--- src/sv/psseq_pkg.sv ---
// Package for the power state sequencer: item structs, mode and action codes,
// configuration register indexes and reset values. Used by every module of the block.
package psseq_pkg;

  // Width of one configuration write.
  localparam int unsigned CfgDataWidth = 16;

  // Configuration register indexes.
  localparam logic [1:0] CFG_MAX_SLEEP_DUTY   = 2'd0;
  localparam logic [1:0] CFG_FLOOR_DUTY       = 2'd1;
  localparam logic [1:0] CFG_FEEDBACK_HOLD_MS = 2'd2;
  localparam logic [1:0] CFG_FADE_PRESCALE    = 2'd3;

  // Reset values of the configuration registers.
  localparam logic [7:0]  MAX_SLEEP_DUTY_RST   = 8'd100;
  localparam logic [7:0]  FLOOR_DUTY_RST       = 8'd5;
  localparam logic [15:0] FEEDBACK_HOLD_MS_RST = 16'd3000;
  localparam logic [7:0]  FADE_PRESCALE_RST    = 8'd8;

  // Duty of a fully lit LED.
  localparam logic [7:0] FULL_DUTY = 8'd255;

  typedef enum logic [1:0] {
    KIND_BUTTON = 2'd0,
    KIND_STEP   = 2'd1,
    KIND_TICK   = 2'd2
  } kind_e;

  typedef enum logic [2:0] {
    MODE_ACTIVE     = 3'd0,
    MODE_SLEEP      = 3'd1,
    MODE_SLEEP_CHRG = 3'd2,
    MODE_SHUTDOWN   = 3'd3,
    MODE_FEEDBACK   = 3'd4
  } mode_e;

  typedef enum logic [3:0] {
    ACT_NONE       = 4'd0,
    ACT_SLEEP      = 4'd1,
    ACT_WAKE       = 4'd2,
    ACT_CHRG_SLEEP = 4'd3,
    ACT_SD_WAKE    = 4'd4,
    ACT_FB_START   = 4'd5,
    ACT_FB_END     = 4'd6,
    ACT_CHRG_IND   = 4'd7,
    ACT_LOWBAT_IND = 4'd8
  } action_e;

  typedef struct packed {
    logic [7:0]  max_sleep_duty;
    logic [7:0]  floor_duty;
    logic [15:0] feedback_hold_ms;
    logic [7:0]  fade_prescale;
  } cfg_t;

  typedef struct packed {
    logic [1:0]  kind;
    logic        button_level;
    logic        switch_off;
    logic [6:0]  charge_percent;
    logic        charging;
    logic        bms_ok;
    logic [31:0] now_ms;
  } in_item_t;

  typedef struct packed {
    logic [2:0] power_mode;
    logic [3:0] action;
    logic [7:0] green_duty;
    logic [7:0] red_duty;
    logic       duty_valid;
  } out_item_t;

endpackage

--- src/sv/psseq_cfg.sv ---
// Configuration register file of the power state sequencer.
// Depends on psseq_pkg.
module psseq_cfg (
  input  logic                                 clk_i,
  input  logic                                 rst_ni,
  input  logic                                 cfg_valid_i,
  output logic                                 cfg_ready_o,
  input  logic [1:0]                           cfg_index_i,
  input  logic [psseq_pkg::CfgDataWidth-1:0]   cfg_data_i,
  output psseq_pkg::cfg_t                      cfg_o
);
  import psseq_pkg::*;

  cfg_t cfg_q;

  assign cfg_ready_o = 1'b1;
  assign cfg_o       = cfg_q;

  always_ff @(posedge clk_i or negedge rst_ni) begin
    if (!rst_ni) begin
      cfg_q.max_sleep_duty   <= MAX_SLEEP_DUTY_RST;
      cfg_q.floor_duty       <= FLOOR_DUTY_RST;
      cfg_q.feedback_hold_ms <= FEEDBACK_HOLD_MS_RST;
      cfg_q.fade_prescale    <= FADE_PRESCALE_RST;
    end else if (cfg_valid_i) begin
      case (cfg_index_i)
        CFG_MAX_SLEEP_DUTY:   cfg_q.max_sleep_duty   <= cfg_data_i[7:0];
        CFG_FLOOR_DUTY:       cfg_q.floor_duty       <= cfg_data_i[7:0];
        CFG_FEEDBACK_HOLD_MS: cfg_q.feedback_hold_ms <= cfg_data_i[15:0];
        CFG_FADE_PRESCALE:    cfg_q.fade_prescale    <= cfg_data_i[7:0];
        default: ;
      endcase
    end
  end

endmodule

--- src/sv/psseq_mgmt.sv ---
// Button press detection and power mode sequencing of the power state sequencer.
// Depends on psseq_pkg.
module psseq_mgmt (
  input  logic                clk_i,
  input  logic                rst_ni,
  input  logic                fire_i,
  input  psseq_pkg::in_item_t item_i,
  input  logic [15:0]         hold_ms_i,
  output psseq_pkg::mode_e    mode_o,
  output psseq_pkg::action_e  action_o,
  output psseq_pkg::mode_e    led_mode_o
);
  import psseq_pkg::*;

  mode_e       mode_q, mode_d;
  mode_e       led_mode_q, led_mode_d;
  mode_e       fb_next_q, fb_next_d;
  logic [31:0] fb_start_q, fb_start_d;
  logic        armed_q, armed_d;
  logic        pending_q, pending_d;
  logic        ind_q, ind_d;
  action_e     act;
  logic        soc_zero;
  logic [31:0] elapsed;

  assign soc_zero = (item_i.charge_percent == 7'd0);
  assign elapsed  = item_i.now_ms - fb_start_q;

  always_comb begin
    mode_d     = mode_q;
    led_mode_d = led_mode_q;
    fb_next_d  = fb_next_q;
    fb_start_d = fb_start_q;
    armed_d    = armed_q;
    pending_d  = pending_q;
    ind_d      = ind_q;
    act        = ACT_NONE;
    if (fire_i) begin
      case (kind_e'(item_i.kind))
        KIND_BUTTON: begin
          if (!item_i.button_level) begin
            armed_d = 1'b1;
          end else if (armed_q) begin
            armed_d   = 1'b0;
            pending_d = 1'b1;
          end
        end
        KIND_STEP: begin
          if (item_i.switch_off && mode_q != MODE_SHUTDOWN && mode_q != MODE_FEEDBACK) begin
            // Switching off from sleep also arms the charge indication timer.
            pending_d = 1'b0;
            if (mode_q == MODE_SLEEP) begin
              fb_start_d = item_i.now_ms;
              ind_d      = 1'b1;
              fb_next_d  = MODE_SLEEP_CHRG;
            end else begin
              ind_d = 1'b0;
            end
            mode_d     = MODE_SHUTDOWN;
            led_mode_d = MODE_SHUTDOWN;
            act        = ACT_CHRG_SLEEP;
          end else if (mode_q == MODE_SHUTDOWN && !item_i.switch_off) begin
            pending_d  = 1'b0;
            mode_d     = MODE_ACTIVE;
            led_mode_d = MODE_ACTIVE;
            ind_d      = 1'b0;
            act        = ACT_SD_WAKE;
          end else if (soc_zero && mode_q == MODE_ACTIVE && item_i.bms_ok) begin
            mode_d     = MODE_SLEEP;
            led_mode_d = MODE_SLEEP;
            act        = ACT_SLEEP;
          end else if (pending_q && mode_q == MODE_ACTIVE) begin
            pending_d = 1'b0;
            if (!item_i.charging) begin
              mode_d     = MODE_SLEEP;
              led_mode_d = MODE_SLEEP;
              act        = ACT_SLEEP;
            end else begin
              ind_d      = 1'b0;
              mode_d     = MODE_SLEEP_CHRG;
              led_mode_d = MODE_SLEEP_CHRG;
              act        = ACT_CHRG_SLEEP;
            end
          end else if (pending_q && (mode_q == MODE_SLEEP || mode_q == MODE_SLEEP_CHRG)) begin
            pending_d = 1'b0;
            if (!soc_zero || item_i.charging) begin
              mode_d     = MODE_ACTIVE;
              led_mode_d = MODE_ACTIVE;
              act        = ACT_WAKE;
            end else begin
              mode_d     = MODE_FEEDBACK;
              fb_start_d = item_i.now_ms;
              ind_d      = 1'b1;
              fb_next_d  = MODE_SLEEP;
              act        = ACT_FB_START;
            end
          end else if (mode_q == MODE_SLEEP && item_i.charging) begin
            mode_d     = MODE_FEEDBACK;
            fb_start_d = item_i.now_ms;
            ind_d      = 1'b1;
            fb_next_d  = MODE_SLEEP_CHRG;
            act        = ACT_CHRG_SLEEP;
          end else if (mode_q == MODE_SLEEP_CHRG && !item_i.charging) begin
            mode_d = MODE_SLEEP;
            act    = ACT_SLEEP;
          end else if (mode_q == MODE_FEEDBACK) begin
            if (elapsed >= {16'd0, hold_ms_i}) begin
              mode_d = fb_next_q;
              ind_d  = 1'b0;
              act    = ACT_FB_END;
            end else if (ind_q && fb_next_q == MODE_SLEEP) begin
              act = ACT_LOWBAT_IND;
            end else if (ind_q && (fb_next_q == MODE_SLEEP_CHRG ||
                                   fb_next_q == MODE_SHUTDOWN)) begin
              act = ACT_CHRG_IND;
            end
          end
        end
        default: ;
      endcase
    end
  end

  always_ff @(posedge clk_i or negedge rst_ni) begin
    if (!rst_ni) begin
      mode_q     <= MODE_SLEEP;
      led_mode_q <= MODE_SLEEP;
      fb_next_q  <= MODE_SLEEP;
      fb_start_q <= 32'd0;
      armed_q    <= 1'b0;
      pending_q  <= 1'b0;
      ind_q      <= 1'b0;
    end else begin
      mode_q     <= mode_d;
      led_mode_q <= led_mode_d;
      fb_next_q  <= fb_next_d;
      fb_start_q <= fb_start_d;
      armed_q    <= armed_d;
      pending_q  <= pending_d;
      ind_q      <= ind_d;
    end
  end

  assign mode_o     = mode_d;
  assign action_o   = act;
  assign led_mode_o = led_mode_q;

endmodule

--- src/sv/psseq_led.sv ---
// Button LED duty generation with the breathing fade of the sleep modes.
// Depends on psseq_pkg.
module psseq_led (
  input  logic             clk_i,
  input  logic             rst_ni,
  input  logic             tick_i,
  input  psseq_pkg::mode_e led_mode_i,
  input  psseq_pkg::cfg_t  cfg_i,
  output logic [7:0]       green_o,
  output logic [7:0]       red_o,
  output logic             valid_o
);
  import psseq_pkg::*;

  logic [7:0] duty_q, duty_d;
  logic [7:0] count_q, count_d;
  logic       rising_q, rising_d;
  logic [7:0] count_inc;

  assign count_inc = count_q + 8'd1;

  always_comb begin
    duty_d   = duty_q;
    count_d  = count_q;
    rising_d = rising_q;
    green_o  = 8'd0;
    red_o    = 8'd0;
    valid_o  = 1'b0;
    if (tick_i) begin
      case (led_mode_i)
        MODE_ACTIVE: begin
          green_o = FULL_DUTY;
          red_o   = cfg_i.floor_duty;
          valid_o = 1'b1;
        end
        MODE_SLEEP, MODE_SLEEP_CHRG: begin
          if (count_inc < cfg_i.fade_prescale) begin
            count_d = count_inc;
          end else begin
            // One fade step, turning around at either limit.
            if (rising_q) begin
              if (duty_q < cfg_i.max_sleep_duty) begin
                duty_d = duty_q + 8'd1;
              end else begin
                duty_d   = cfg_i.max_sleep_duty;
                rising_d = 1'b0;
              end
            end else begin
              if (duty_q > cfg_i.floor_duty) begin
                duty_d = duty_q - 8'd1;
              end else begin
                duty_d   = cfg_i.floor_duty;
                rising_d = 1'b1;
              end
            end
            count_d = 8'd0;
            green_o = cfg_i.floor_duty;
            red_o   = duty_d;
            valid_o = 1'b1;
          end
        end
        MODE_SHUTDOWN: begin
          green_o = cfg_i.floor_duty;
          red_o   = cfg_i.floor_duty;
          valid_o = 1'b1;
        end
        default: ;
      endcase
    end
  end

  always_ff @(posedge clk_i or negedge rst_ni) begin
    if (!rst_ni) begin
      duty_q   <= MAX_SLEEP_DUTY_RST;
      count_q  <= 8'd0;
      rising_q <= 1'b0;
    end else begin
      duty_q   <= duty_d;
      count_q  <= count_d;
      rising_q <= rising_d;
    end
  end

endmodule

--- src/sv/power_state_sequencer_unit.sv ---
// Top level of the power state sequencer: input register, sequencing and LED
// logic, result register. Depends on psseq_pkg, psseq_cfg, psseq_mgmt and psseq_led.

// The block takes one item per clock cycle unless the consumer stalls, and returns
// exactly one result item for each: the item is captured in an input register,
// all of its work (button edge detection, one management step or one LED tick) is
// done by short logic while it waits there, and the result lands in an output
// register, from which it is offered. The mode, LED and fade state is updated in
// the same cycle the result is registered, so the next item already sees it. When
// the consumer stalls, the finished result waits in the output register while one
// more item is still taken into the input register. Configuration writes are
// always accepted and take effect on the next cycle; they are meant to be made
// while no item is in flight. After reset the block is in sleep mode with the red
// LED fading from a duty of 100.
module power_state_sequencer_unit (
  input  logic                               clk_i,
  input  logic                               rst_ni,
  input  logic                               in_valid_i,
  output logic                               in_ready_o,
  input  psseq_pkg::in_item_t                in_item_i,
  output logic                               out_valid_o,
  input  logic                               out_ready_i,
  output psseq_pkg::out_item_t               out_item_o,
  input  logic                               cfg_valid_i,
  output logic                               cfg_ready_o,
  input  logic [1:0]                         cfg_index_i,
  input  logic [psseq_pkg::CfgDataWidth-1:0] cfg_data_i
);
  import psseq_pkg::*;

  logic      in_valid_q;
  in_item_t  in_item_q;
  logic      out_valid_q;
  out_item_t out_item_q;
  logic      advance;
  logic      fire;
  logic      tick;
  cfg_t      cfg;
  mode_e     mode;
  action_e   action;
  mode_e     led_mode;
  logic [7:0] green;
  logic [7:0] red;
  logic       duty_valid;
  out_item_t  result;

  // The result register frees up when empty or when its item is taken.
  assign advance    = !out_valid_q || out_ready_i;
  assign in_ready_o = !in_valid_q || advance;
  assign fire       = in_valid_q && advance;
  assign tick       = fire && (kind_e'(in_item_q.kind) == KIND_TICK);

  psseq_cfg u_cfg (
    .clk_i       (clk_i),
    .rst_ni      (rst_ni),
    .cfg_valid_i (cfg_valid_i),
    .cfg_ready_o (cfg_ready_o),
    .cfg_index_i (cfg_index_i),
    .cfg_data_i  (cfg_data_i),
    .cfg_o       (cfg)
  );

  psseq_mgmt u_mgmt (
    .clk_i      (clk_i),
    .rst_ni     (rst_ni),
    .fire_i     (fire),
    .item_i     (in_item_q),
    .hold_ms_i  (cfg.feedback_hold_ms),
    .mode_o     (mode),
    .action_o   (action),
    .led_mode_o (led_mode)
  );

  psseq_led u_led (
    .clk_i      (clk_i),
    .rst_ni     (rst_ni),
    .tick_i     (tick),
    .led_mode_i (led_mode),
    .cfg_i      (cfg),
    .green_o    (green),
    .red_o      (red),
    .valid_o    (duty_valid)
  );

  always_comb begin
    result.power_mode = mode;
    result.action     = action;
    result.green_duty = green;
    result.red_duty   = red;
    result.duty_valid = duty_valid;
  end

  always_ff @(posedge clk_i or negedge rst_ni) begin
    if (!rst_ni) begin
      in_valid_q  <= 1'b0;
      out_valid_q <= 1'b0;
    end else begin
      if (in_ready_o) begin
        in_valid_q <= in_valid_i;
      end
      if (advance) begin
        out_valid_q <= fire;
      end
    end
  end

  always_ff @(posedge clk_i) begin
    if (in_ready_o && in_valid_i) begin
      in_item_q <= in_item_i;
    end
    if (fire) begin
      out_item_q <= result;
    end
  end

  assign out_valid_o = out_valid_q;
  assign out_item_o  = out_item_q;

endmodule

--- config.mk ---
export PLATFORM = sky130hd
export DESIGN_NAME = power_state_sequencer_unit
export DESIGN_NICKNAME = d
export VERILOG_FILES = /design/src/sv/psseq_pkg.sv /design/src/sv/psseq_cfg.sv /design/src/sv/psseq_mgmt.sv /design/src/sv/psseq_led.sv /design/src/sv/power_state_sequencer_unit.sv
export SDC_FILE = /design/constraint.sdc
export NUM_CORES = 1
export LEC_CHECK = 0
export ABC_CLOCK_PERIOD_IN_PS = 5000
export BUFFER_PORTS_ARGS = -buffer_cell sky130_fd_sc_hd__buf_2
export CAP_MARGIN = 20
export CORE_AREA = 2 2 266 137
export DETAILED_ROUTE_END_ITERATION = 12
export DIE_AREA = 0 0 268 139
export GPL_ROUTABILITY_DRIVEN = 0
export HOLD_SLACK_MARGIN = 0.02
export PLACE_DENSITY = 0.43
export RECOVER_POWER = 50
export SLEW_MARGIN = 20
export SYNTH_ARGS = -nofsm -noshare
export SYNTH_HDL_FRONTEND = slang
export SYNTH_SLANG_ARGS = --single-unit
--- constraint.sdc ---
create_clock -name clk_i -period 5 [get_ports clk_i]
set_clock_uncertainty 0.15 [all_clocks]
set_input_delay 0.5 -clock clk_i [delete_from_list [all_inputs] [get_ports clk_i]]
set_output_delay 0.5 -clock clk_i [all_outputs]
set_load 0.03 [all_outputs]
== Word-level counts from Yosys, hierarchy flattened ==
Index checks and enable logic that the tools add are counted.
W data, S select, Z words.

* Output and inout port bits: 27
* Input bits: 68
* Word-level logic and storage cells: 202
* Register bits: 172

* Add/sub/neg operators: 4
* Magnitude comparators: 4
* Reduce and logical (&&, ||, !) cells: 50
* Muxes and demuxes: 82
* Equal/unequal tests: 30
* Bitwise logic cells: 2

{| class="wikitable"
|+ Operators by type and width
! cell !! count
|-
| $mux W32 || 8
|-
| $mux W3 || 30
|-
| $mux W8 || 6
|-
| $ge A32 B16 Y1 || 1
|-
| $sub A32 B32 Y32 || 1
|-
| $mux W4 || 7
|-
| $mux W1 || 24
|-
| $pmux W8 S3 || 1
|-
| $eq A3 B2 Y1 const B || 6
|-
| $add A8 B1 Y8 const B || 2
|-
| $lt A8 B8 Y1 || 2
|-
| $pmux W8 S2 || 1
|-
| $reduce_and A8 Y1 || 2
|-
| $logic_and A1 B1 Y1 || 14
|-
| $reduce_and A2 Y1 || 6
|-
| $reduce_bool A6 Y1 || 2
|-
| $reduce_bool A5 Y1 || 2
|-
| $eq A3 B1 Y1 const B || 3
|-
| $gt A8 B8 Y1 || 1
|-
| $ne A2 B1 Y1 const B || 4
|-
| $ne A4 B2 Y1 const B || 2
|-
| $sub A8 B1 Y8 const B || 1
|-
| $logic_not A7 Y1 || 1
|-
| $eq A2 B2 Y1 const B || 3
|-
| 23 further kinds || 42
|}

== Depth between registers and ports, before layout ==
Gate-level depths: netlist of the first run.

* Word-level depth: 14
* Mapped depth: 20
* Gate-level depth less buffers: 20

== By module ==
A second synthesis of the first run with hierarchy kept.

* Cells, all modules: 1035
* Area total of the unflattened synthesis: 10271.1 um2

{| class="wikitable"
|+ By module, submodules not included
! module !! sequential area each (um2) !! cells each !! instances !! area an instance (um2)
|-
| psseq_mgmt || 1054.8 || 599 || 1 || 4443.0
|-
| power_state_sequencer_unit || 2122.0 || 78 || 1 || 2170.8
|-
| psseq_led || 429.2 || 271 || 1 || 2110.8
|-
| psseq_cfg || 1017.2 || 87 || 1 || 1546.5
|}

== Worst setup path after synthesis of the first run ==
No wires, ideal clock.

* Path kind: reg2reg
* Start point: register in_item_q[6] in the netlist's numbering
* End point: register out_item_q (netlist bit out_item_o[22]), data pin
* Clock period less this slack: 4.069 ns
* Path buffers: 0
* Stages on the path, launching flop included: 17
* Data required time: 4.579 ns
* Library setup time: 0.271 ns
* Setup slack: 0.931 ns
* Arrival: 3.648 ns
* Path through: edfxtp_1 > ha_1 > a21oi_2 > o22ai_2 > a311oi_4 > o21ai_0 > xor2_1 > ha_1 > a21o_1 > a21o_1 > a221oi_1 > o21ai_0 > a211oi_1 > nand4_1 > nor4_1 > and4_1 > o21ai_0

* Cells in the longest elaborated chain, start to end: 13

{| class="wikitable"
|+ Ends and longest elaborated chain
! item !! line !! RTL
|-
| start, declared || power_state_sequencer_unit.sv:32 || <nowiki>in_item_t in_item_q;</nowiki>
|-
| start signal, assigned || power_state_sequencer_unit.sv:109 || <nowiki>in_item_q <= in_item_i;</nowiki>
|-
| $sub A32 B32 Y32 || psseq_mgmt.sv:27 || <nowiki>assign elapsed = item_i.now_ms - fb_start_q;</nowiki>
|-
| $ge A32 B16 Y1 || psseq_mgmt.sv:107 || <nowiki>if (elapsed >= {16'd0, hold_ms_i}) begin</nowiki>
|-
| $mux W3 || psseq_mgmt.sv:107 ||
|-
| $mux W3 || psseq_mgmt.sv:106 || <nowiki>end else if (mode_q == MODE_FEEDBACK) begin</nowiki>
|-
| $mux W3 || psseq_mgmt.sv:103 || <nowiki>end else if (mode_q == MODE_SLEEP_CHRG && !item_i.charging) begin</nowiki>
|-
| $mux W3 || psseq_mgmt.sv:97 || <nowiki>end else if (mode_q == MODE_SLEEP && item_i.charging) begin</nowiki>
|-
| $mux W3 || psseq_mgmt.sv:84 || <nowiki>end else if (pending_q && (mode_q == MODE_SLEEP || mode_q == MODE_SLEEP_CHRG)) begin</nowiki>
|-
| $mux W3 || psseq_mgmt.sv:72 || <nowiki>end else if (pending_q && mode_q == MODE_ACTIVE) begin</nowiki>
|-
| $mux W3 || psseq_mgmt.sv:68 || <nowiki>end else if (soc_zero && mode_q == MODE_ACTIVE && item_i.bms_ok) begin</nowiki>
|-
| $mux W3 || psseq_mgmt.sv:62 || <nowiki>end else if (mode_q == MODE_SHUTDOWN && !item_i.switch_off) begin</nowiki>
|-
| $mux W3 || psseq_mgmt.sv:49 || <nowiki>if (item_i.switch_off && mode_q != MODE_SHUTDOWN && mode_q != MODE_FEEDBACK) begin</nowiki>
|-
| $mux W3 || psseq_mgmt.sv:39 || <nowiki>case (kind_e'(item_i.kind))</nowiki>
|-
| $mux W3 || psseq_mgmt.sv:38 || <nowiki>if (fire_i) begin</nowiki>
|-
| via mode[1] || power_state_sequencer_unit.sv:39 || <nowiki>mode_e mode;</nowiki>
|-
| end signal, assigned || power_state_sequencer_unit.sv:112 || <nowiki>out_item_q <= result;</nowiki>
|-
| end, declared || power_state_sequencer_unit.sv:34 || <nowiki>out_item_t out_item_q;</nowiki>
|}

The timed path passes the listed nets, and every way through them passes these cells.
A chain may end at the register's enable or synchronous reset.

== Final worst setup path of the first run ==
Ends and elaborated chain as after synthesis.

==> out/results.env, run 1 <==
RUN_STATUS='complete, but fails checks'
FAILED_CHECKS='capacitance limit, slew limit'
SETUP.WORST_PATH.CLASS='reg -> reg'
SYN_AREA_UM2=10300
BUFFER_PORTS.INSERTED=93
MAX_STAGE_DELAY_NS=0.42
GRT_SETUP_UNREPAIRED='false'
POSTSYNTHREGISTERBITS=170
GLOBALROUTE.TOTALOVERFLOW=0
TIMING.CRITICAL_PATH.REQUIRED_NS=5.03
DIE_AREA_UM2=37300
TRACK_USAGE_PCT=16.0
POST_SYNTH_INST_COUNT=1052
WORST_HOLD_PATH_TYPE='in -> reg'
ANTENNA_CELLS=0
DIE-HEIGHT_UM=139
TIMING_HOLD_VIOLATIONS_FINAL=0
DRC_ERRORS=0
CRITICAL_PATH.CELL_CHAIN='ha_1 > a21oi_2 > o22ai_2 > a311oi_4 > o21ai_0 > xor2_1 > ha_1 > a21o_1 > a21o_1 > a221oi_1 > o21ai_0 > a211oi_2 > nand4_1 > nor4_4 > and4_2 > o21ai_0'
WORST_HOLD_PATH_CELL_COUNT=1
TIMING.FMAX_MHz=215
PLACE_WS_NS=0.0955
DIE_WIDTH_UM=268
DETAILEDPLACEMENTHPWL_MM=22.4
FIRST_GLOBAL_VIAS=7312
SETUP_TNS_NS=0
NETS=1277
ARRIVAL_NS=4.69
SYNTH_ASYNC_SR_FLOP_SHARE_PCT=59.4
SLEW_HEADROOM_PCT=-103
YOSYSWARNINGS=0
CLK-INSERTION-DELAY-LATE_NS=0.45
POST_DRT_WL_PER_CELL_UM=17.8
NUMBER_OF_LEVELS_THE_H_TREE_WAS_SPLIT_INTO=4
SETUP_SLACK_NS=0.338
POST_LAYOUT_MIN_PERIOD_NS=4.66
INITIAL_CORE_UTIL_PCT=29.3
FINALPOWER_W=0.00676
START_KIND='register'
LAYOUT_WORST_PATH_CYCLE_SHARE_PCT=93.2
SYNTH_EDF_COUNT=69
CLOCK_SINKS=170
ANT_NETS=0
CLK_PIN_SLEW_WORST_PATHS_NS=0.07
FINALWIRELENGTH_MM=29.1
FRACTION_OF_THE_YOSYS_AREA_TAKEN_BY_SEQUENTIAL_CELLS_PCT=44.9
WORST-PATH-MAX-FANOUT=7
SETUP-VIOLATIONS-FINAL=0
ROUTED_VIA_DENSITY=4.87
FLOW.AREA_GROWTH_FROM_SYNTHESIS_PCT=14.4
TIMING.MAX_CAP.VIOLATIONS=1
CTS_INSERTED_BUFFERS=17
CP-END-KIND='register'
ROOT_BUFFER='sky130_fd_sc_hd__clkbuf_16'
YOSYSUNIQUECELLTYPES=75
CTS_BUFFER_DEPTH=2
DETAIL_ROUTE.ITER0.VIOLATIONS=635
CRIT_PATH_TOP_DELAY_CELL='sky130_fd_sc_hd__ha_1'
TIGHTEST_SLEW_NS=3.04
POWER-PER-CELL-AREA_nW_PER_UM2=574
TRITONCTS='yes'
DRIVE_GT1_SHARE_PCT=16.0
SYNTH_TOP_FLOP_CELL='sky130_fd_sc_hd__dfrtp_1'
P_LEAK_nW=4.85
STD_CELL_ROWS=49
SYN_AREA_PER_CELL_UM2=9.79
DRT_PRE_ANTENNA_ITERS=5
WORST_VDD_DROP_uV=206
DR_TOTAL_VIAS=7937
FINALMAXSLEWVIOLATIONS=53
GRT_MAX_DEGREE=53
IOS=95
PLACEABLECOREAREA_UM2=35100
GLOBAL_ROUTE_WIRE_LENGTH_BEFORE_REPAIR_MM=45.2
ANTENNA_FOUND_INITIAL=0
CRITICAL_PATH.MOST_COMMON_CELL='sky130_fd_sc_hd__o21ai_0'
POSTSYNTHNETCOUNT=1195
R2R.WORST_PATH.CELLS=16
## registers in the layout, indices dropped and copies added, names as in the netlist
name               flops
in_item_q             45
u_cfg.cfg_o           40
u_mgmt.fb_start_q     32
out_item_o            24
u_led.count_q          8
u_led.duty_q           8
u_mgmt.mode_q          3
u_mgmt.fb_next_q       2
u_mgmt.led_mode_o      2
in_valid_q             1
out_valid_o            1
u_led.rising_q         1
u_mgmt.armed_q         1
u_mgmt.ind_q           1
u_mgmt.pending_q       1
## layout make-up
class / count / area (um^2)
Fill cell: 3594 / 23300
Multi-Input combinational cell: 757 / 5200
Sequential cell: 170 / 4620
Tap cell: 484 / 606
Timing Repair Buffer: 103 / 502
Clock buffer: 19 / 433
Inverter: 85 / 319
Clock inverter: 13 / 96.3
## timing repair
item | 4_1_cts | 5_1_grt
endpoints found under the setup margin | 0 | 10
hold buffers | 1 | 0
endpoints found under the hold margin | 37 | 0
buffers inserted | 0 | 1
resized for setup | 0 | 6
## critical path, delay by kind of cell (launching register included)
kind / cells / cell delay (ns)
xor+xnor: 1 / 0.18
simple gates: 3 / 0.93
flops: 1 / 0.41
fa+ha+maj: 2 / 0.72
compound gates: 10 / 2.02
## cells by family after synthesis
kind of cell / after synthesis / synth area share [%]
and+or+nand+nor: 294 / 13.7
other: 1 / 0.0364
muxes: 37 / 4.02
xor gates and xnor gates: 38 / 3.23
DFF: 170 / 44.9
buffers and inverters: 125 / 4.95
adders and majority gates: 75 / 9.19
AOI/OAI and AO/OA: 312 / 19.9
## worst paths after layout
path	endpoint	slack, ns	start
setup / recovery	out_item_o[22]	0.34	in_item_q[6]
hold / removal	in_item_q[7]	0.07	in_item_i[7]
setup reg to reg	out_item_o[22]	0.34	in_item_q[6]
hold reg to reg	u_mgmt.armed_q	0.32	in_item_q[42]
max in group asynchronous	out_valid_o	1.24	rst_ni
min in group asynchronous	u_cfg.cfg_o[32]	1.45	rst_ni
## report_power, final
part           internal (W)  switching [W]
clock network      0.000637       0.000594
registers           0.00182       0.000317
logic               0.00131        0.00209
## per-layer routing
metal	part of all wire (%)	routed length, um	vias up	track usage [%]
met5	0	0	-	0
met4	0.87	252	0	3.56
met3	6.8	1970	17	4.67
met2	34	10000	192	18.3
met1	58	16800	3736	27.4
li1	-	-	3992	-
## cell usage in the layout (no fill, tap or decap), types with 16 or more instances in the layout
cell type	count
sky130_fd_sc_hd__dfstp_2	19
sky130_fd_sc_hd__nand4_1	16
sky130_fd_sc_hd__dfrtp_1	82
sky130_fd_sc_hd__clkbuf_1	33
sky130_fd_sc_hd__mux2_2	35
sky130_fd_sc_hd__a21oi_1	67
sky130_fd_sc_hd__buf_2	63
sky130_fd_sc_hd__nand2_1	104
sky130_fd_sc_hd__a21o_1	22
sky130_fd_sc_hd__ha_1	73
sky130_fd_sc_hd__nand3_1	33
sky130_fd_sc_hd__inv_1	85
sky130_fd_sc_hd__o21ai_0	88
sky130_fd_sc_hd__xnor2_1	21
sky130_fd_sc_hd__edfxtp_1	69
sky130_fd_sc_hd__xor2_1	17
sky130_fd_sc_hd__o211ai_1	22
sky130_fd_sc_hd__nor2_1	58
sky130_fd_sc_hd__clkbuf_16	17
## synth_stat cells (all sizes together), types with 7 or more instances
| master | n | area [um^2] |
|---|---|---|
| a21oi | 76 | 433 |
| o22ai | 7 | 50.1 |
| dfstp | 19 | 499 |
| clkbuf | 24 | 90.1 |
| edfxtp | 69 | 2070 |
| a21o | 22 | 165 |
| nor2 | 59 | 224 |
| o21a | 12 | 90.1 |
| xor2 | 17 | 149 |
| o2111ai | 7 | 61.3 |
| nor3 | 15 | 75.1 |
| ha | 74 | 926 |
| inv | 85 | 319 |
| o31ai | 8 | 60.1 |
| o21ai | 99 | 499 |
| nand2 | 104 | 390 |
| xnor2 | 21 | 184 |
| a31oi | 8 | 50.1 |
| dfrtp | 82 | 2050 |
| nand2b | 15 | 93.8 |
| nor2b | 12 | 75.1 |
| o211ai | 23 | 178 |
| nand3 | 33 | 165 |
| o21bai | 7 | 52.6 |
| a211oi | 8 | 60.1 |
| buf | 16 | 100 |
| mux2 | 35 | 394 |
| nand4 | 16 | 100 |
## stage by stage
step	util (%)	std cells	cell area [um^2]	hold WS [ns]
6_report	33.5	1631	11800	0.0682
5_1_grt	33.5	1631	11800	0.0413
4_1_cts	33.6	1630	11800	0.0378
3_5_place_dp	32.0	1597	11300	0.323
3_3_place_gp	32.0	1597	11300	0.319
2_1_floorplan	-	1052	10300	0.0544
Note: power is estimated with default switching activity, not from simulation.
==> run 2: changes to the inputs <==
CORE_AREA = 2 2 189 98   (was 2 2 266 137)
DIE_AREA = 0 0 191 100   (was 0 0 268 139)
MAX_ROUTING_LAYER = met4   (was unset)
PLACE_DENSITY = 0.85   (was 0.43)
==> out/results.env, run 2 (synthesis gave the netlist of run 1 again) <==
FLOW.AREA_GROWTH_FROM_SYNTHESIS_PCT=12.1
POST_DRT_WL_PER_CELL_UM=18.8  # +5.7%
WORST_HOLD_PATH_TYPE='in -> reg'
DRT_PRE_ANTENNA_ITERS=7  # +2
FINISH.UTILIZATION_PCT=65.1  # +32 points
TIMING.MAX_CAP.VIOLATIONS=1  # unchanged
FINALMAXSLEWVIOLATIONS=73  # +38%
START_KIND='register'
POSTCTSSETUPREPAIRBUFS=0  # unchanged
ROUTED_VIA_DENSITY=6.14  # +26%
TIMING.FMAX_MHz=206  # -3.8%
CLOCK_SINKS=170  # unchanged
WORST_HOLD_PATH_CELL_COUNT=1  # unchanged
GRT_UTIL_MET2_PCT=35.6  # +17 points
DIE-HEIGHT_UM=100  # -28%
CRIT_CELLS=20  # +4
REGISTERS.TOP_BY_FF_COUNT='in_item_q'
STD_CELL_ROWS=35  # -29%
LAYOUT.CELLS.NON_FILLER=1384  # -15%
IOS=95  # unchanged
TIMING_HOLD_VIOLATIONS_FINAL=0  # unchanged
CRIT-REG2REG-CAPTURE='out_item_o[22]'
PLACEABLECOREAREA_UM2=17700  # -50%
FINAL_CELL_MIX='sky130_fd_sc_hd__nand2_1, sky130_fd_sc_hd__o21ai_0, sky130_fd_sc_hd__buf_2, sky130_fd_sc_hd__inv_1, sky130_fd_sc_hd__dfrtp_1'
DETAIL_ROUTE.ITER0.VIOLATIONS=892  # +40%
R2R.WORST_PATH.CELLS=20  # +4
P_LEAK_nW=4.97  # +2.4%
CRITICAL_PATH.CELL_CHAIN='inv_1 > ha_1 > fa_1 > nand2b_1 > a21oi_2 > o21ai_1 > nand2_1 > a21o_1 > a21oi_1 > xnor2_1 > ha_1 > a21o_1 > a21o_1 > a221oi_1 > o21ai_0 > a211oi_1 > nand4_1 > nor4_1 > and4_1 > o21ai_0'
WORST_VDD_DROP_uV=320  # +56%
SLEW_HEADROOM_PCT=-165  # -62 points
TIMING.CRITICAL_PATH.REQUIRED_NS=5.02  # about the same
ROOT_BUFFER='sky130_fd_sc_hd__clkbuf_16'
SETUP-VIOLATIONS-FINAL=0  # unchanged
CP-END-KIND='register'
FAILED_CHECKS='capacitance limit, slew limit'
POST_LAYOUT_MIN_PERIOD_NS=4.84  # +0.183 ns
WORSTREG2REGSTART='in_item_q[0]'
SETUP_TNS_NS=0  # unchanged
ANTENNA_CELLS=0  # unchanged
GRT_MAX_DEGREE=73  # +38%
GLOBAL_ROUTE_WIRE_LENGTH_BEFORE_REPAIR_MM=41.6  # -8.0%
NUMPLACEDINSTANCES=1352  # -15%
DR_TOTAL_VIAS=8500  # +7.1%
GRT_UTIL_MET1_PCT=45.1  # +18 points
DIE_AREA_UM2=19100  # -49%
CTS_INSERTED_BUFFERS=17  # unchanged
LAYOUT_WORST_PATH_CYCLE_SHARE_PCT=96.9  # +3.7 points
CLK_PIN_SLEW_WORST_PATHS_NS=0.07  # about the same
FINALPOWER_W=0.00688  # +1.7%
INITIAL_CORE_UTIL_PCT=58.1  # +29 points
HOLD_END='in_item_q[11]'
MAX_STAGE_DELAY_NS=0.43  # about the same
TRITONCTS='yes'
CRITICAL_PATH.MOST_COMMON_CELL='sky130_fd_sc_hd__a21o_1'
RUN_STATUS='complete, but fails checks'
BUSIEST_LAYER='met1'
GRT_SETUP_UNREPAIRED='false'
ARRIVAL_NS=4.86  # +0.17 ns
WORST-PATH-MAX-FANOUT=5  # -2
CTS_BUFFER_DEPTH=2  # unchanged
DIE_WIDTH_UM=191  # -29%
LARGEST_REGISTER_FF_COUNT=45  # unchanged
RRSETUPSLACK_NS=0.16  # -0.18 ns
GLOBALROUTE.TOTALOVERFLOW=0  # unchanged
GR-USAGE-MET3_PCT=10.2  # +5.5 points
BUFFER_PORTS.INSERTED=93  # unchanged
DRC_ERRORS=0  # unchanged
ANTENNA_FOUND_INITIAL=0  # unchanged
WORSTHOLDSTART='in_item_i[11]'
CRITPATHTOPFAMILY='compound AO/OA/AOI/OAI gates'
FIRST_GLOBAL_VIAS=7725  # +5.6%
DETAILEDPLACEMENTHPWL_MM=19.3  # -14%
TRACK_USAGE_PCT=29.2  # +13 points
CRITPATHBUFINV=1  # +1
POST_CTS_RESIZE_COUNT=0  # unchanged
FINALWIRELENGTH_MM=26.1  # -10%
LAYOUT.CELLS.MOST_COMMON='sky130_fd_sc_hd__nand2_1'
SETUP.WORST_PATH.CLASS='reg -> reg'
TIGHTEST_SLEW_NS=3.97  # +0.934 ns
NETS=1274  # -0.23%
ANT_NETS=0  # unchanged
DRIVE_GT1_SHARE_PCT=17.7  # +1.7 points
POWER-PER-CELL-AREA_nW_PER_UM2=596  # +3.8%
CRIT_PATH_TOP_DELAY_CELL='sky130_fd_sc_hd__nor4_1'
NUMBER_OF_LEVELS_THE_H_TREE_WAS_SPLIT_INTO=4  # unchanged
CLK-INSERTION-DELAY-LATE_NS=0.44  # about the same
POST_CTS_HOLD_BUFFER_COUNT=0  # -1
==> run 2: layout make-up <==
class,instances,area [um^2]
repair buffers,100,500
inverters,85,319
clock buffers,21,526
fillers,1399,6190
clock inverters,11,91.3
multi-input cells,757,5180
flip-flops and latches,170,4620
well taps,240,300
==> run 2: worst max-delay path by stage <==
stage	slack (ns)	startpoint	end
2_1_floorplan	0.93	in_item_q[6]	out_item_o[22]
3_3_place_gp	0.50	in_item_q[0]	out_item_o[22]
3_5_place_dp	0.33	in_item_q[0]	out_item_o[22]
4_1_cts	0.28	in_item_q[0]	out_item_o[22]
5_1_grt	0.06	in_item_q[0]	out_item_o[22]
6_report	0.16	in_item_q[0]	out_item_o[22]
==> run 2: through the flow <==
stage / hold WS [ns] / instance area [um^2] / setup slack, ns
final: 0.0868 / 11500 / 0.155
after global routing: 0.0756 / 11500 / 0.0603
after CTS: 0.0757 / 11600 / 0.283
after detailed placement: 0.306 / 10900 / 0.328
after global placement: 0.303 / 10900 / 0.495
after floorplan: 0.0544 / 10300 / 0.931
==> run 2: per-layer routing <==
metal  vias to the layer above  wire [um]
li1                       3982          -
met1                      4028      12600
met2                       459       9750
met3                        31       3440
met4                         0        292
met5                         -          0
==> run 2: power breakdown <==
part / switching, W / leakage [nW] / internal, W
combinational: 0.00207 / 2.81 / 0.00130
sequential: 0.000316 / 1.84 / 0.00182
clock: 0.000594 / 0.310 / 0.000769
==> run 3: changes to the inputs <==
PLACE_DENSITY = 0.84   (was 0.85)
REMOVE_ABC_BUFFERS = 1   (was unset)
SYNTH_HIERARCHICAL = 1   (was unset)
==> out/results.env, run 3 <==
ARRIVAL_NS=4.90  # +0.04 ns
FINALPOWER_W=0.00612  # -11%
CLOCK_SINKS=170  # unchanged
TRITONCTS='yes'
TIMING.MAX_CAP.VIOLATIONS=1  # unchanged
NETSW_W=0.00249  # -17%
INITIAL_CORE_UTIL_PCT=57.9  # -0.15 points
GRT_MAX_DEGREE=57  # -22%
NETS=1262  # -0.94%
GRT_UTIL_MET1_PCT=44.3  # -0.79 points
REGISTER_AREA_UM2=4620  # unchanged
WORST_HOLD_PATH_TYPE='in -> reg'
CLK-INSERTION-DELAY-LATE_NS=0.44  # about the same
CRITICAL_PATH.CELL_CHAIN='inv_1 > ha_1 > fa_1 > nor2b_1 > o2111ai_2 > a211oi_2 > nor3b_2 > o21ai_1 > xor2_1 > ha_1 > nor2b_1 > o21ai_0 > o2111ai_1 > or4_1 > a21oi_1 > nand4b_1 > or4_4 > o31ai_2'
GRT_UTIL_MET2_PCT=37.7  # +2.0 points
GLOBAL_ROUTE_WIRE_LENGTH_BEFORE_REPAIR_MM=41.8  # +0.46%
TIGHTEST_SLEW_NS=3.32  # -0.655 ns
SYNTH_TOP_FLOP_CELL='sky130_fd_sc_hd__dfrtp_1'
POST_LAYOUT_MIN_PERIOD_NS=4.79  # -0.0577 ns
DIE_WIDTH_UM=191  # unchanged
LAYOUT_WORST_PATH_CYCLE_SHARE_PCT=95.7  # -1.2 points
POSTSYNTHREGISTERBITS=170  # unchanged
SHARE_CLK_OF_TOTAL_POWER_PCT=22.6  # +2.8 points
BUSIEST_LAYER='met1'
TIMING.CRITICAL_PATH.REQUIRED_NS=5.11  # +0.09 ns
MULTI_INPUT_COMB_AREA_UM2=5160  # -0.36%
CLK_PIN_SLEW_WORST_PATHS_NS=0.07  # about the same
CRIT_PATH_TOP_DELAY_CELL='sky130_fd_sc_hd__or4_1'
TRACK_USAGE_PCT=29.2  # about the same
DRIVE_GT1_SHARE_PCT=19.8  # +2.1 points
GR-USAGE-MET3_PCT=9.41  # -0.77 points
GLOBALROUTE.TOTALOVERFLOW=0  # unchanged
YOSYS-TOP-CELLS-COUNT='sky130_fd_sc_hd__nand2_1, sky130_fd_sc_hd__inv_1, sky130_fd_sc_hd__dfrtp_1, sky130_fd_sc_hd__o21ai_0, sky130_fd_sc_hd__ha_1'
SYN_AREA_PER_CELL_UM2=9.92  # +1.4%
FINALWIRELENGTH_MM=26.1  # +0.13%
SYNTHMOSTINSTANTIATEDCELL='sky130_fd_sc_hd__nand2_1'
SYN_AREA_UM2=10300  # -0.26%
CTS_INSERTED_BUFFERS=17  # unchanged
DRC_ERRORS=0  # unchanged
ANT_NETS=0  # unchanged
FIRST_GLOBAL_VIAS=7868  # +1.9%
IOS=95  # unchanged
ANTENNA_FOUND_INITIAL=1  # +1
STD_CELL_ROWS=35  # unchanged
WORST-PATH-MAX-FANOUT=3  # -2
WORST_HOLD_PATH_CELL_COUNT=1  # unchanged
CRIT_CELLS=18  # -10%
POST_CTS_HOLD_BUFFER_COUNT=0  # unchanged
POST_SYNTH_INST_COUNT=1035  # -1.6%
PLACEABLECOREAREA_UM2=17700  # unchanged
SYNTHTOPCELLSBYAREA='sky130_fd_sc_hd__edfxtp_1, sky130_fd_sc_hd__dfrtp_1, sky130_fd_sc_hd__ha_1, sky130_fd_sc_hd__mux2_2, sky130_fd_sc_hd__dfstp_2'
ROOT_BUFFER='sky130_fd_sc_hd__clkbuf_16'
DIE_AREA_UM2=19100  # unchanged
SW_FRAC_OF_TOTAL_PCT=40.6  # -2.8 points
FINALMAXSLEWVIOLATIONS=57  # -22%
YOSYSWARNINGS=6  # +6
DRT_PRE_ANTENNA_ITERS=8  # +1
CTS_BUFFER_DEPTH=2  # unchanged
COMB_POWER_SHARE_PCT=45.0  # -4.1 points
START_KIND='register'
DR_TOTAL_VIAS=8490  # -0.12%
SETUP.WORST_PATH.CLASS='reg -> reg'
MAX_STAGE_DELAY_NS=0.52  # +0.09 ns
DETAILEDPLACEMENTHPWL_MM=19.6  # +1.2%
CRITPATHBUFINV=1  # unchanged
DETAIL_ROUTE.ITER0.VIOLATIONS=1096  # +23%
LAYOUT.CELLS.MOST_COMMON='sky130_fd_sc_hd__nand2_1'
NUMBER_OF_LEVELS_THE_H_TREE_WAS_SPLIT_INTO=4  # unchanged
POWER-PER-CELL-AREA_nW_PER_UM2=531  # -11%
P_LEAK_nW=5.06  # +1.9%
FAILED_CHECKS='capacitance limit, slew limit'
TIMING_HOLD_VIOLATIONS_FINAL=0  # unchanged
TIMING.FMAX_MHz=209  # +1.2%
FINAL_CELL_MIX='sky130_fd_sc_hd__nand2_1, sky130_fd_sc_hd__buf_2, sky130_fd_sc_hd__inv_1, sky130_fd_sc_hd__dfrtp_1, sky130_fd_sc_hd__o21ai_0'
SYNTH_AREA_LEADER_CELL='sky130_fd_sc_hd__edfxtp_1'
BUFFER_PORTS.INSERTED=93  # unchanged
REGISTERS.TOP_BY_FF_COUNT='in_item_q'
FRACTION_OF_THE_YOSYS_AREA_TAKEN_BY_SEQUENTIAL_CELLS_PCT=45.0  # +0.11 points
ROUTED_VIA_DENSITY=6.17  # +0.54%
INTERNAL_POWER_W=0.00364  # -6.6%
SYNTH_TOP_AREA_SHARE_PCT=20.2  # +0.051 points
DIE-HEIGHT_UM=100  # unchanged
SYNTH_EDF_COUNT=69  # unchanged
PWR-SHARE-SEQ_PCT=32.4  # +1.4 points
POST_DRT_WL_PER_CELL_UM=19.0  # +0.79%
FIN_HOLD_WS_NS=0.0832  # -0.00360 ns
FINAL_LAYOUT_FILL_CELL_COUNT=1396  # -0.21%
WORST_VDD_DROP_uV=332  # +3.7%
SYNTH_ASYNC_SR_FLOP_SHARE_PCT=59.4  # unchanged
SETUP-VIOLATIONS-FINAL=0  # unchanged
CRITPATHTOPFAMILY='simple AND/OR/NAND/NOR gates'
FLOW.AREA_GROWTH_FROM_SYNTHESIS_PCT=12.3
RUN_STATUS='complete, but fails checks'
CP-END-KIND='register'
LARGEST_REGISTER_FF_COUNT=45  # unchanged
SLEW_HEADROOM_PCT=-121  # +44 points
YOSYSUNIQUECELLTYPES=83  # +11%
R2R.WORST_PATH.CELLS=18  # -10%
## run 3: cell types whose count changed after synthesis, sizes merged, moves of 6 or more
cell    delta
nand4      +7
nand2      +8
mux2      +11
o22ai      -6
and3       +9
a21oi      -8
o21a       +7
clkbuf     -7
o21ai     -17
or4        +6
## run 3: power groups by stage
stage | Combinational (W) | Clock [W] | Sequential (W)
after CTS | 0.00265 | 0.00141 | 0.00198
after floorplan | 0.00193 | 0 | 0.00198
after global routing | 0.00302 | 0.00147 | 0.00202
final | 0.00275 | 0.00138 | 0.00199
after detailed placement | 0.00261 | 0 | 0.00200
after global placement | 0.00252 | 0 | 0.00198
## run 3: logic make-up after synthesis
family                   after synthesis  synth area share [%]
XOR/XNOR                              38                  3.24
adder cells (fa/ha/maj)               73                  8.97
other                                  2                0.0731
AO/OA/AOI/OAI                        269                  17.1
AND/OR/NAND/NOR                      319                  15.7
buffers and inverters                116                  4.63
multiplexers                          48                  5.24
flip-flops                           170                  45.0
## run 3: area by class of cell
class	count	share of cell area, %
antenna	1	0.0217
clock buffer	21	4.46
clock inverter	11	1.01
inverter	83	2.70
multi-input combinational	749	44.7
sequential	170	40.1
tap	240	2.60
timing repair buffer	100	4.39
## run 3: per-stage QoR
step | instance area [um^2] | setup slack [ns] | setup TNS [ns] | utilization [%] | std cells
2_1_floorplan | 10100 | -0.770 | -21.42 | - | 1002
3_3_place_gp | 10900 | 0.289 | 0 | 61.6 | 1341
3_5_place_dp | 10900 | 0.112 | 0 | 61.6 | 1341
4_1_cts | 11600 | 0.0911 | 0 | 65.2 | 1373
5_1_grt | 11500 | -0.0222 | -0.0396 | 65.1 | 1375
6_report | 11500 | 0.213 | 0 | 65.1 | 1375
## run 3: metal layers
layer  share of wire, %  vias up
met5                  0        -
met4                1.3        0
met3                 12       47
met2                 39      509
met1                 48     4008
li1                   -     3926
## run 3: worst paths after layout
path | endpoint | slack, ns | start
setup / recovery | out_item_o[17] | 0.21 | in_item_q[0]
hold / removal | in_item_q[14] | 0.08 | in_item_i[14]
setup reg to reg | out_item_o[17] | 0.21 | in_item_q[0]
hold reg to reg | u_mgmt/armed_q | 0.34 | in_item_q[42]
max in group asynchronous | u_cfg/cfg_o[7] | 1.19 | rst_ni
min in group asynchronous | u_led/duty_q[1] | 1.02 | rst_ni
## run 3: what timing repair did
action                     4_1_cts  5_1_grt
buffers inserted                 0        1
resized for setup                0        4
setup endpoints to repair        0       10
